==> src/rtl/igf_ram.sv <==
// Generic simple dual-port RAM, one write and one registered read port.
// No dependencies.
`default_nettype none
module igf_ram #(
  parameter int WIDTH = 8,
  parameter int DEPTH = 4
) (
  input  wire logic                     clk,
  input  wire logic                     we,
  input  wire logic [$clog2(DEPTH)-1:0] waddr,
  input  wire logic [WIDTH-1:0]         wdata,
  input  wire logic [$clog2(DEPTH)-1:0] raddr,
  output logic      [WIDTH-1:0]         rdata
);
  logic [WIDTH-1:0] mem_r [DEPTH];

  always_ff @(posedge clk) begin
    if (we) begin
      mem_r[waddr] <= wdata;
    end
    rdata <= mem_r[raddr];
  end
endmodule
`default_nettype wire

==> config.mk <==
export PLATFORM = sky130hd
export DESIGN_NAME = igf_ram
export DESIGN_NICKNAME = d
export VERILOG_FILES = /design/src/rtl/igf_ram.sv
export SDC_FILE = /design/constraint.sdc
export NUM_CORES = 1
export LEC_CHECK = 0
export ABC_AREA = 1
export BUFFER_PORTS_ARGS = -buffer_cell sky130_fd_sc_hd__buf_4
export CORE_AREA = 2 2 98 71
export DETAILED_ROUTE_END_ITERATION = 16
export DIE_AREA = 0 0 100 73
export GPL_ROUTABILITY_DRIVEN = 1
export SLEW_MARGIN = 20
export SYNTH_ARGS = -nofsm -noshare
export SYNTH_HDL_FRONTEND = slang
export SYNTH_SLANG_ARGS = --single-unit
export TNS_END_PERCENT = 50
==> constraint.sdc <==
create_clock -name clk -period 2.5 [get_ports clk]
set_input_delay 0.375 -clock clk [delete_from_list [all_inputs] [get_ports clk]]
set_output_delay 0.375 -clock clk [all_outputs]
set_load 0.02 [all_outputs]
==> out/summary.md <==
TritonCTS built the clock tree. Relative to the synthesized area, the layout overhead comes to 24.25%. Fill cells in the final layout number 691.

In the routed design, unresolved DRC markers number 0. The largest individual stage delay along the critical path comes from the cell sky130_fd_sc_hd__dfxtp_1. Setup repair after global routing left no endpoint under its margin. In this run the cell area of the synthesized design comes to 1548 um^2.

The number of cells on the worst reg-to-reg path is 4. The initial antenna violation count was 0; the number of port buffers was 21. The worst setup path is of the register to output port kind. Summed over all layers, the global routing overflow is 0. Boundary pin count: 22.

The tools report the max-capacitance violation count as 0. The flow ran to the end, and the final reports show no timing, DRC or antenna violations. Yosys printed 0 warnings. The global-route wire length before repair is 4.892 mm. Across the VDD grid, the largest voltage drop is 0.3090 mV.

The H-tree was split into 2 levels. The number of cells on the critical path is 1, and the storage element area is 1121 um^2. For this design the static power due to leakage is 0.0008810 uW. For the arrival time at the worst endpoint, the log shows 0.74 ns. The run gives 72 as the iteration-0 DRC count of the detailed router. The number of cells on the worst hold path is 1.

The number of core rows came out at 25. At the later pin of the worst-skew pair, clock insertion delay measures 0.29 ns. The initial core utilization is 23.79%, and the worst hold slack after final layout is 0.2917 ns. Synthesis inferred 40 register bits. Post-CTS setup buffer count: 0.

At the pin with the least slew margin, the transition time is 0.2681 ns. The internal power was 1133 uW. The relative slew slack was 82.11%; the via count of the routed design was 950. The tools report the count of final setup violators as 0. STA classifies the critical path startpoint as a register. The routed via count divided by cell count is 3.785. Summed over all nets, the half-perimeter wirelength after detailed placement is 2.186 mm. The proportion of layout cells with a drive suffix above 1 was 20.00%. The detail-routed net length per standard cell is 11.98 um, and the global-route usage over all layers is 9.226%. The logs give 911 for the via count of the first global-routing pass and 4 for the number of detailed-route iterations in the first pass. In this run, CTS created clock tree buffers numbering 5.

The run gives 6506 um^2 as the floorplan core area. The total power of the final layout was 1436 uW. In this run the remaining antenna-violating nets after routing total 0. Summed over all nets, the switching power comes to 303.1 uW.

The final critical-path share of the clock period works out to 44.63%. The sequential power share is 53.5%, and the overall die height is 73 um. The congestion estimate from routability-driven global placement came to 0.7199. The biggest fanout along the worst timing path was 1. The switching part of the total power was 21.11%; the diode insertion count for antenna repair was 0.

The logs give 8.5% for the logic gate share of total power and 0 ns for the setup TNS. The run gives 2 as the maximum clock insertion buffer count. Entering global routing, the biggest net connects 18 pins. After synthesis, flip-flops and latches occupy 72.43% of the total area.

For this design, the CTS-stage hold fixing added 0 buffers. Counting I/O delays and the setup requirement, the final critical path takes 1.116 ns. The total area of multi-input combinational cells came out at 250.2 um^2. A synthesized cell averages 10.98 um^2. The buffers plus inverters on the worst setup path is 1. The power density over cell area came out at 746.6 nW/um^2.

After clock tree synthesis, the repair step resized 0 gates. The worst stage delay on the critical path works out to 0.31 ns. Data on the critical path is required at its endpoint by 2.12 ns. Counting distinct cell types in the post-synthesis netlist gives 10. Based on the critical path, the design can be clocked at up to 896.3 MHz.

The final count of pins violating max slew came out at 0. The tools report the sum of routed wire length over all layers as 3.006 mm. The register clock-pin slew on the reported worst setup and hold paths is 0.08 ns, and the die extent in x is 100 um. Total nets after synthesis: 155. The portion of total power attributed to the clock network came out at 38.0%. Traced cell by cell, the critical path runs through buf_4. The tools report the count of nets after finishing as 183. The clock drives 40 sinks.

Cell at the root of the clock tree: sky130_fd_sc_hd__clkbuf_8. The run gives 0.003216 ns as the largest clock skew in the final design. In this run the worst hold path is classified as input port to register. The top cell family by delay on the critical path was flip-flops. Synthesis produced a netlist whose cell count is 141. The final hold violation count came out at 0. STA classifies the critical path endpoint as an output port. The area enclosed by the die boundary came out at 7300 um^2.
==> layer usage <==
layer	vias to the layer above	share of wire, %	track usage, %
met5	-	0	0
met4	0	0.77	4.110
met3	2	4.6	2.682
met2	26	46	13.29
met1	429	49	12.91
li1	493	-	-
==> synthesized netlist by cell type, drive strengths merged <==
library cell,count,area share [%]
nand2,40,9.7
inv,37,9.1
edfxtp,32,62
nand3,16,5.2
dfxtp,8,10
buf,4,2.3
nor3,4,1.3
==> power groups by stage <==
stage / Clock (uW) / Combinational, uW / Sequential [uW]
final: 546 / 122 / 768
after CTS: 562 / 125 / 768
after global placement: 0 / 123 / 784
after floorplan: 0 / 51.2 / 797
after detailed placement: 0 / 125 / 784
after global routing: 591 / 138 / 771
==> through the flow <==
| step | util, % | worst slack, ns | instances | cell area [um^2] |
|---|---|---|---|---|
| floorplan | - | 1.062 | 141 | 1548 |
| global placement | 27.69 | 1.316 | 243 | 1802 |
| detailed placement | 27.69 | 1.275 | 243 | 1802 |
| CTS | 29.56 | 1.366 | 251 | 1923 |
| global route | 29.56 | 1.342 | 251 | 1923 |
| finish | 29.56 | 1.384 | 251 | 1923 |
==> cells in the final DEF (no fill, tap or decap), drive strengths merged <==
cell type	instances
nand2	40
inv	37
edfxtp	32
buf	25
nand3	16
dfxtp	8
clkbuf	6
nor3	4
clkinv	1
bufinv	1
==> final cells by class <==
cell class	count	share of cell area, %
clock buffers	6	4.294
clock inverters	2	2.017
inverters	37	7.352
multi-input cells	60	13.01
flip-flops and latches	40	58.30
well taps	81	5.270
repair buffers	25	9.759
==> kinds of logic after synthesis <==
logic type	share of synthesized area, %
buf+inv	11.40
flops	72.43
simple gates	16.17
==> flip-flops by register name, summed over array words and instances, names as in the netlist <==
signal and flops:
mem_r 32, rdata 8
==> final timing paths <==
kind | startpoint | to | slack (ns)
setup / recovery | rdata[3]$_DFF_P_ | rdata[3] | 1.38
hold / removal | wdata[6] | mem_r[0][6]$_DFFE_PP_ | 0.29
setup reg to reg | mem_r[2][5]$_DFFE_PP_ | rdata[5]$_DFF_P_ | 1.74
hold reg to reg | mem_r[1][7]$_DFFE_PP_ | rdata[7]$_DFF_P_ | 0.54
(Power assumes the default switching activity.)
