**config.mk**
```make
export PLATFORM = sky130hd
export DESIGN_NAME = igf_scan
export DESIGN_NICKNAME = d
export VERILOG_FILES = /design/src/rtl/igf_pkg.sv /design/src/rtl/igf_scan.sv
export SDC_FILE = /design/constraint.sdc
export NUM_CORES = 1
export LEC_CHECK = 0
export BUFFER_PORTS_ARGS = -buffer_cell sky130_fd_sc_hd__buf_2
export CAP_MARGIN = 10
export CORE_AREA = 2 2 215 217
export DETAILED_ROUTE_END_ITERATION = 10
export DIE_AREA = 0 0 217 219
export SYNTH_ARGS = -nofsm -noshare
export SYNTH_HDL_FRONTEND = slang
export SYNTH_SLANG_ARGS = --single-unit
```
**constraint.sdc**
```tcl
create_clock -name clk -period 6.6 [get_ports clk]
set_input_delay 0 -clock clk [delete_from_list [all_inputs] [get_ports clk]]
set_output_delay 0 -clock clk [all_outputs]
set_load 0.02 [all_outputs]
```
**src/rtl/igf_pkg.sv**
```systemverilog
// Package for the idle-gap first-fit reserver.
// Holds default sizes, mode and status codes and the controller state type.
// No dependencies.
`default_nettype none
package igf_pkg;
  localparam int IGF_MAX_GAPS_DEF = 64;
  localparam int IGF_TIME_BITS_DEF = 48;

  localparam logic [2:0] MODE_RESERVE = 3'd0;
  localparam logic [2:0] MODE_PREVIEW = 3'd1;
  localparam logic [2:0] MODE_CHECK = 3'd2;
  localparam logic [2:0] MODE_PRUNE = 3'd3;
  localparam logic [2:0] MODE_INSERT = 3'd4;

  localparam logic [2:0] ST_OK = 3'd0;
  localparam logic [2:0] ST_INVALID = 3'd1;
  localparam logic [2:0] ST_OVERLAP = 3'd2;
  localparam logic [2:0] ST_FULL = 3'd3;
  localparam logic [2:0] ST_OVERFLOW = 3'd4;

  typedef enum logic [3:0] {
    S_IDLE,
    S_SC_RD,
    S_SC_EV,
    S_DECIDE,
    S_SH_RD,
    S_SH_WR,
    S_FIN0,
    S_FIN1,
    S_DONE
  } igf_state_t;
endpackage
`default_nettype wire

```
**src/rtl/igf_scan.sv**
```systemverilog
// Scan accumulator: folds one gap entry per beat into the search results.
// Depends on igf_pkg.
`default_nettype none
module igf_scan import igf_pkg::*; #(
  parameter int MAX_GAPS = IGF_MAX_GAPS_DEF,
  parameter int TIME_BITS = IGF_TIME_BITS_DEF,
  localparam int AW = $clog2(MAX_GAPS),
  localparam int CW = $clog2(MAX_GAPS + 1)
) (
  input  wire logic                 clk,
  input  wire logic                 rst_n,
  input  wire logic                 clear,
  input  wire logic                 ev,
  input  wire logic [CW-1:0]        idx,
  input  wire logic [TIME_BITS-1:0] rd_begin,
  input  wire logic [TIME_BITS-1:0] rd_end,
  input  wire logic [TIME_BITS-1:0] key_t,
  input  wire logic [TIME_BITS-1:0] key_f,
  input  wire logic [TIME_BITS-1:0] dur,
  output logic      [CW-1:0]        le_cnt_r,
  output logic      [TIME_BITS-1:0] le_begin_r,
  output logic      [TIME_BITS-1:0] le_end_r,
  output logic      [CW-1:0]        lt_cnt_r,
  output logic      [TIME_BITS-1:0] lt_end_r,
  output logic                      nx_found_r,
  output logic      [TIME_BITS-1:0] nx_begin_r,
  output logic                      fit_found_r,
  output logic      [AW-1:0]        fit_idx_r,
  output logic      [TIME_BITS-1:0] fit_begin_r,
  output logic      [TIME_BITS-1:0] fit_end_r
);
  logic [CW-1:0] idx_p1;
  assign idx_p1 = idx + CW'(1);

  always_ff @(posedge clk) begin
    if (!rst_n || clear) begin
      le_cnt_r <= '0;
      lt_cnt_r <= '0;
      nx_found_r <= 1'b0;
      fit_found_r <= 1'b0;
    end else if (ev) begin
      if (rd_begin <= key_t) begin
        le_cnt_r <= idx_p1;
        le_begin_r <= rd_begin;
        le_end_r <= rd_end;
      end else if (!fit_found_r && (rd_end - rd_begin) >= dur) begin
        fit_found_r <= 1'b1;
        fit_idx_r <= idx[AW-1:0];
        fit_begin_r <= rd_begin;
        fit_end_r <= rd_end;
      end
      if (rd_begin < key_f) begin
        lt_cnt_r <= idx_p1;
        lt_end_r <= rd_end;
      end else if (!nx_found_r) begin
        nx_found_r <= 1'b1;
        nx_begin_r <= rd_begin;
      end
    end
  end
endmodule
`default_nettype wire

```
==> summary.txt <==
Synthesis
  • Yosys warning total: 0
  • Area contributors post-synth: edfxtp_1 (55%), ha_1 (15%), inv_1 (4.8%), a21o_1 (4.3%), a21oi_1 (2.7%)
  • Post-synth EDFFs: 294
  • Top-area cell type share of the netlist area: 55.33%
  • Netlist Area Pre-Place: 15960 µm²
  • Yosys top cell by area: edfxtp_1
  • Synthesized flop and latch total: 310
  • Mapped Nets: 1722
  • Post-synthesis sequential area ratio: 57.34%
  • Post-synth top cells: edfxtp_1 (294), inv_1 (203), ha_1 (191)
  • Syn Area/Cell: 12.48 µm²
  • Ys flop type: edfxtp_1
  • Most common cell in the netlist: edfxtp_1
  • Library cells used by synthesis: 68
  • Cells after synthesis: 1279
  • Async SR Flop Fraction: 0%

Setup path
  • Cells along the critical path: dlygate4sd3_1, buf_2, inv_1, ha_1, inv_1, fa_1, a21oi_1, nor2_1, o21ai_0, a21boi_0, o21ai_0, a21oi_1, o21a_1, or2_2, o311ai_0, ha_1, nand4_1, nor2_1, nand4_1, o21ai_0, o311ai_0, nand4_1, and3_4, buf_4
  • Worst setup startpoint: rd_end[0]
  • Kind of critical path: primary input to register
  • R2R setup slack: 4590 ps
  • RR Startpoint: nx_found_r
  • Crit path to: fit_begin_r[28]
  • Data arrival time of the critical path: 5970 ps
  • Capture instance of the worst register-to-register path: nx_begin_r[10]
  • WP buf/inv: 5
  • Crit path max-delay cell type: dlygate4sd3_1
  • Crit path max-delay family: compound AO/OA/AOI/OAI gates
  • Crit-path max cell delay: 530 ps
  • CP Max Fanout: 33
  • Startpoint Class: primary input
  • Critical Path Sink Type: register
  • Reg2Reg Depth: 2
  • Crit path depth: 24
  • Req. time, crit path: 6810 ps

STA
  • RSZ-0062 raised after global routing: false
  • Final Hold Vio Count: 0
  • Achievable Freq: 173.4 MHz
  • Setup_tns: 0 ps
  • Tightest Pin Transition: 928.7 ps
  • Setup-failing EPs final: 0
  • Max-slew headroom at the worst pin: 38.09%
  • Post-Route Skew: 15.54 ps
  • Max Slew Vio Count: 0
  • Final Cycle Share: 87.36%
  • Crit path time final: 5766 ps

Drt
  • Via density: 4.898
  • Vias: 12720
  • Drc violations: 0
  • Initial DRC Count: 705
  • Antenna Nets Post-Route: 0
  • Initial DRT Pass Iterations: 5
  • DR WL/cell: 20.19 µm
  • WL final: 52450 µm

Placed design
  • Dpl hpwl: 41090 µm
  • Port bufs: 560
  • Area post-placement: 19550 µm²
  • RePlAce Congestion: 0.8886

Hold path
  • Worst hold stages: 4
  • Hold Path Class: primary input to register

Cells and area
  • Nets: 2416
  • Final Cell Area: 21610 µm²
  • Share of cells above drive strength 1: 32.41%
  • Multi-input logic area: 6010 µm²
  • Sequential cell area: 9149 µm²
  • Area added between synthesis and finish: 35.44%
  • Fillers: 4092

Power
  • Sequential share of power: 45.4%
  • Comb pwr share: 19.8%
  • P_sw: 1.327 mW
  • Maximum vdd drop: 245.8 µV
  • Power density over cell area: 228.0 nW/µm²
  • Switching share of total power: 26.92%
  • Internal: 3.602 mW
  • Clk network pwr share: 34.8%
  • P_leak: 10.22 nW

Die
  • Num rows: 78
  • Total die area: 47520 µm²
  • Die Wd: 217 µm
  • IO Count: 561
  • Initial Util: 35.39%
  • Core Region: 45090 µm²
  • Die height: 219 µm

Global routing
  • Grt ovf: 0
  • Initial antenna violation count: 3
  • First-pass GRT wire length: 75910 µm
  • Pin count of the biggest net entering global routing: 70
  • Total GRT Usage: 21.12%
  • Vias in the first global route: 12650

Run
  • Max_cap viols: 0

CTS
  • Max Root-Sink Buffers: 3
  • Clk Latency, worst-skew pair: 570 ps
  • TritonCTS Sinks: 310
  • Total CTS buffers: 30
  • CTS clk-pin slew, worst paths: 70 ps
  • CTS tree: yes
  • Root buf cell: clkbuf_16
  • Post-CTS setup buffer count: 0
  • H-tree depth: 1

Run status
  • Status: complete, no violations
==> stage by stage <==
| stage | utilization (%) | instances | total power, mW | worst slack [ps] | hold slack (ps) |
|---|---|---|---|---|---|
| 6_report | 47.93 | 2598 | 4.928 | 834.2 | 42.64 |
| 4_1_cts | 47.92 | 2596 | 4.967 | 866.0 | 27.87 |
| 2_1_floorplan | - | 1279 | 2.858 | 545.2 | 98.87 |
| 3_5_place_dp | 43.37 | 2434 | 3.206 | 831.6 | 236.8 |
| 5_1_grt | 47.93 | 2597 | 5.149 | 607.2 | 77.36 |
| 3_3_place_gp | 43.37 | 2434 | 3.188 | 817.7 | 226.8 |
==> state kept, by name, summed over array words and instances (netlist names) <==
signal       flops
fit_found_r      1
nx_found_r       1
fit_begin_r     48
le_begin_r      48
le_cnt_r         7
lt_cnt_r         7
le_end_r        48
nx_begin_r      48
fit_end_r       48
lt_end_r        48
fit_idx_r        6
==> timing repair <==
item,CTS,global route
hold buffers,107,0
resized for setup,0,0
endpoints found under the hold margin,308,0
==> power by group through the flow <==
stage          Clock [mW]  Sequential [mW]  Combinational [mW]
2_1_floorplan           0             2.36               0.495
3_3_place_gp            0             2.28               0.909
3_5_place_dp            0             2.28               0.927
4_1_cts              1.75             2.24               0.981
5_1_grt              1.82             2.24                1.08
6_report             1.71             2.24               0.976
==> metal layers <==
metal	part of all wire (%)	global-route usage, %	vias up
met3	7.0	4.047	48
met4	1.4	3.995	2
li1	-	-	6080
met5	0.013	0	-
met1	42	26.60	6072
met2	50	37.85	522
==> cell type report <==
type,count,share of cell area (%)
diodes,2,0.02316
clock buffers,34,3.642
clock inverters,21,0.9031
inverters,203,3.526
multi-input cells,752,27.81
flip-flops and latches,310,42.33
well taps,600,3.474
repair buffers,676,18.29
==> cell families (layout without fill, tap and decap cells) <==
logic type | count (synthesis) | in the layout | synth area share, %
flip-flops | 310 | 310 | 57.34
XOR/XNOR | 44 | 44 | 2.415
other | 0 | 2 | 0
AND/OR/NAND/NOR | 216 | 216 | 7.026
adder cells (fa/ha/maj) | 192 | 192 | 15.10
multiplexers | 11 | 11 | 0.6901
buffers and inverters | 217 | 934 | 5.175
AO/OA/AOI/OAI | 289 | 289 | 12.26
==> cells in the final DEF, fill, tap and decap left out, drive strengths merged, types with 5 or more instances in the layout <==
master	instances
a211oi	5
a21o	94
a21oi	89
a31oi	5
and3	13
buf	569
clkbuf	34
clkinv	11
clkinvlp	6
dfxtp	16
dlygate4sd3	107
edfxtp	294
ha	191
inv	204
mux2i	11
nand2	45
nand2b	10
nand3	23
nand4	40
nor2	43
nor2b	7
nor3	12
o211ai	8
o21a	10
o21ai	43
or2	6
xnor2	31
xor2	13
==> tightest hold or removal path, stage by stage <==
cell and delay, ps:
buf_2 100, nand2_1 170, a21oi_1 220, a21o_1 100
==> worst min path at each step <==
stage                                end        start
final                         nx_found_r           ev
after detailed placement     le_end_r[0]    rd_end[0]
after CTS                     nx_found_r           ev
after floorplan           fit_begin_r[0]  rd_begin[0]
after global routing          nx_found_r           ev
after global placement       le_end_r[0]    rd_end[0]
No activity file was read; power rests on OpenSTA's default activity.
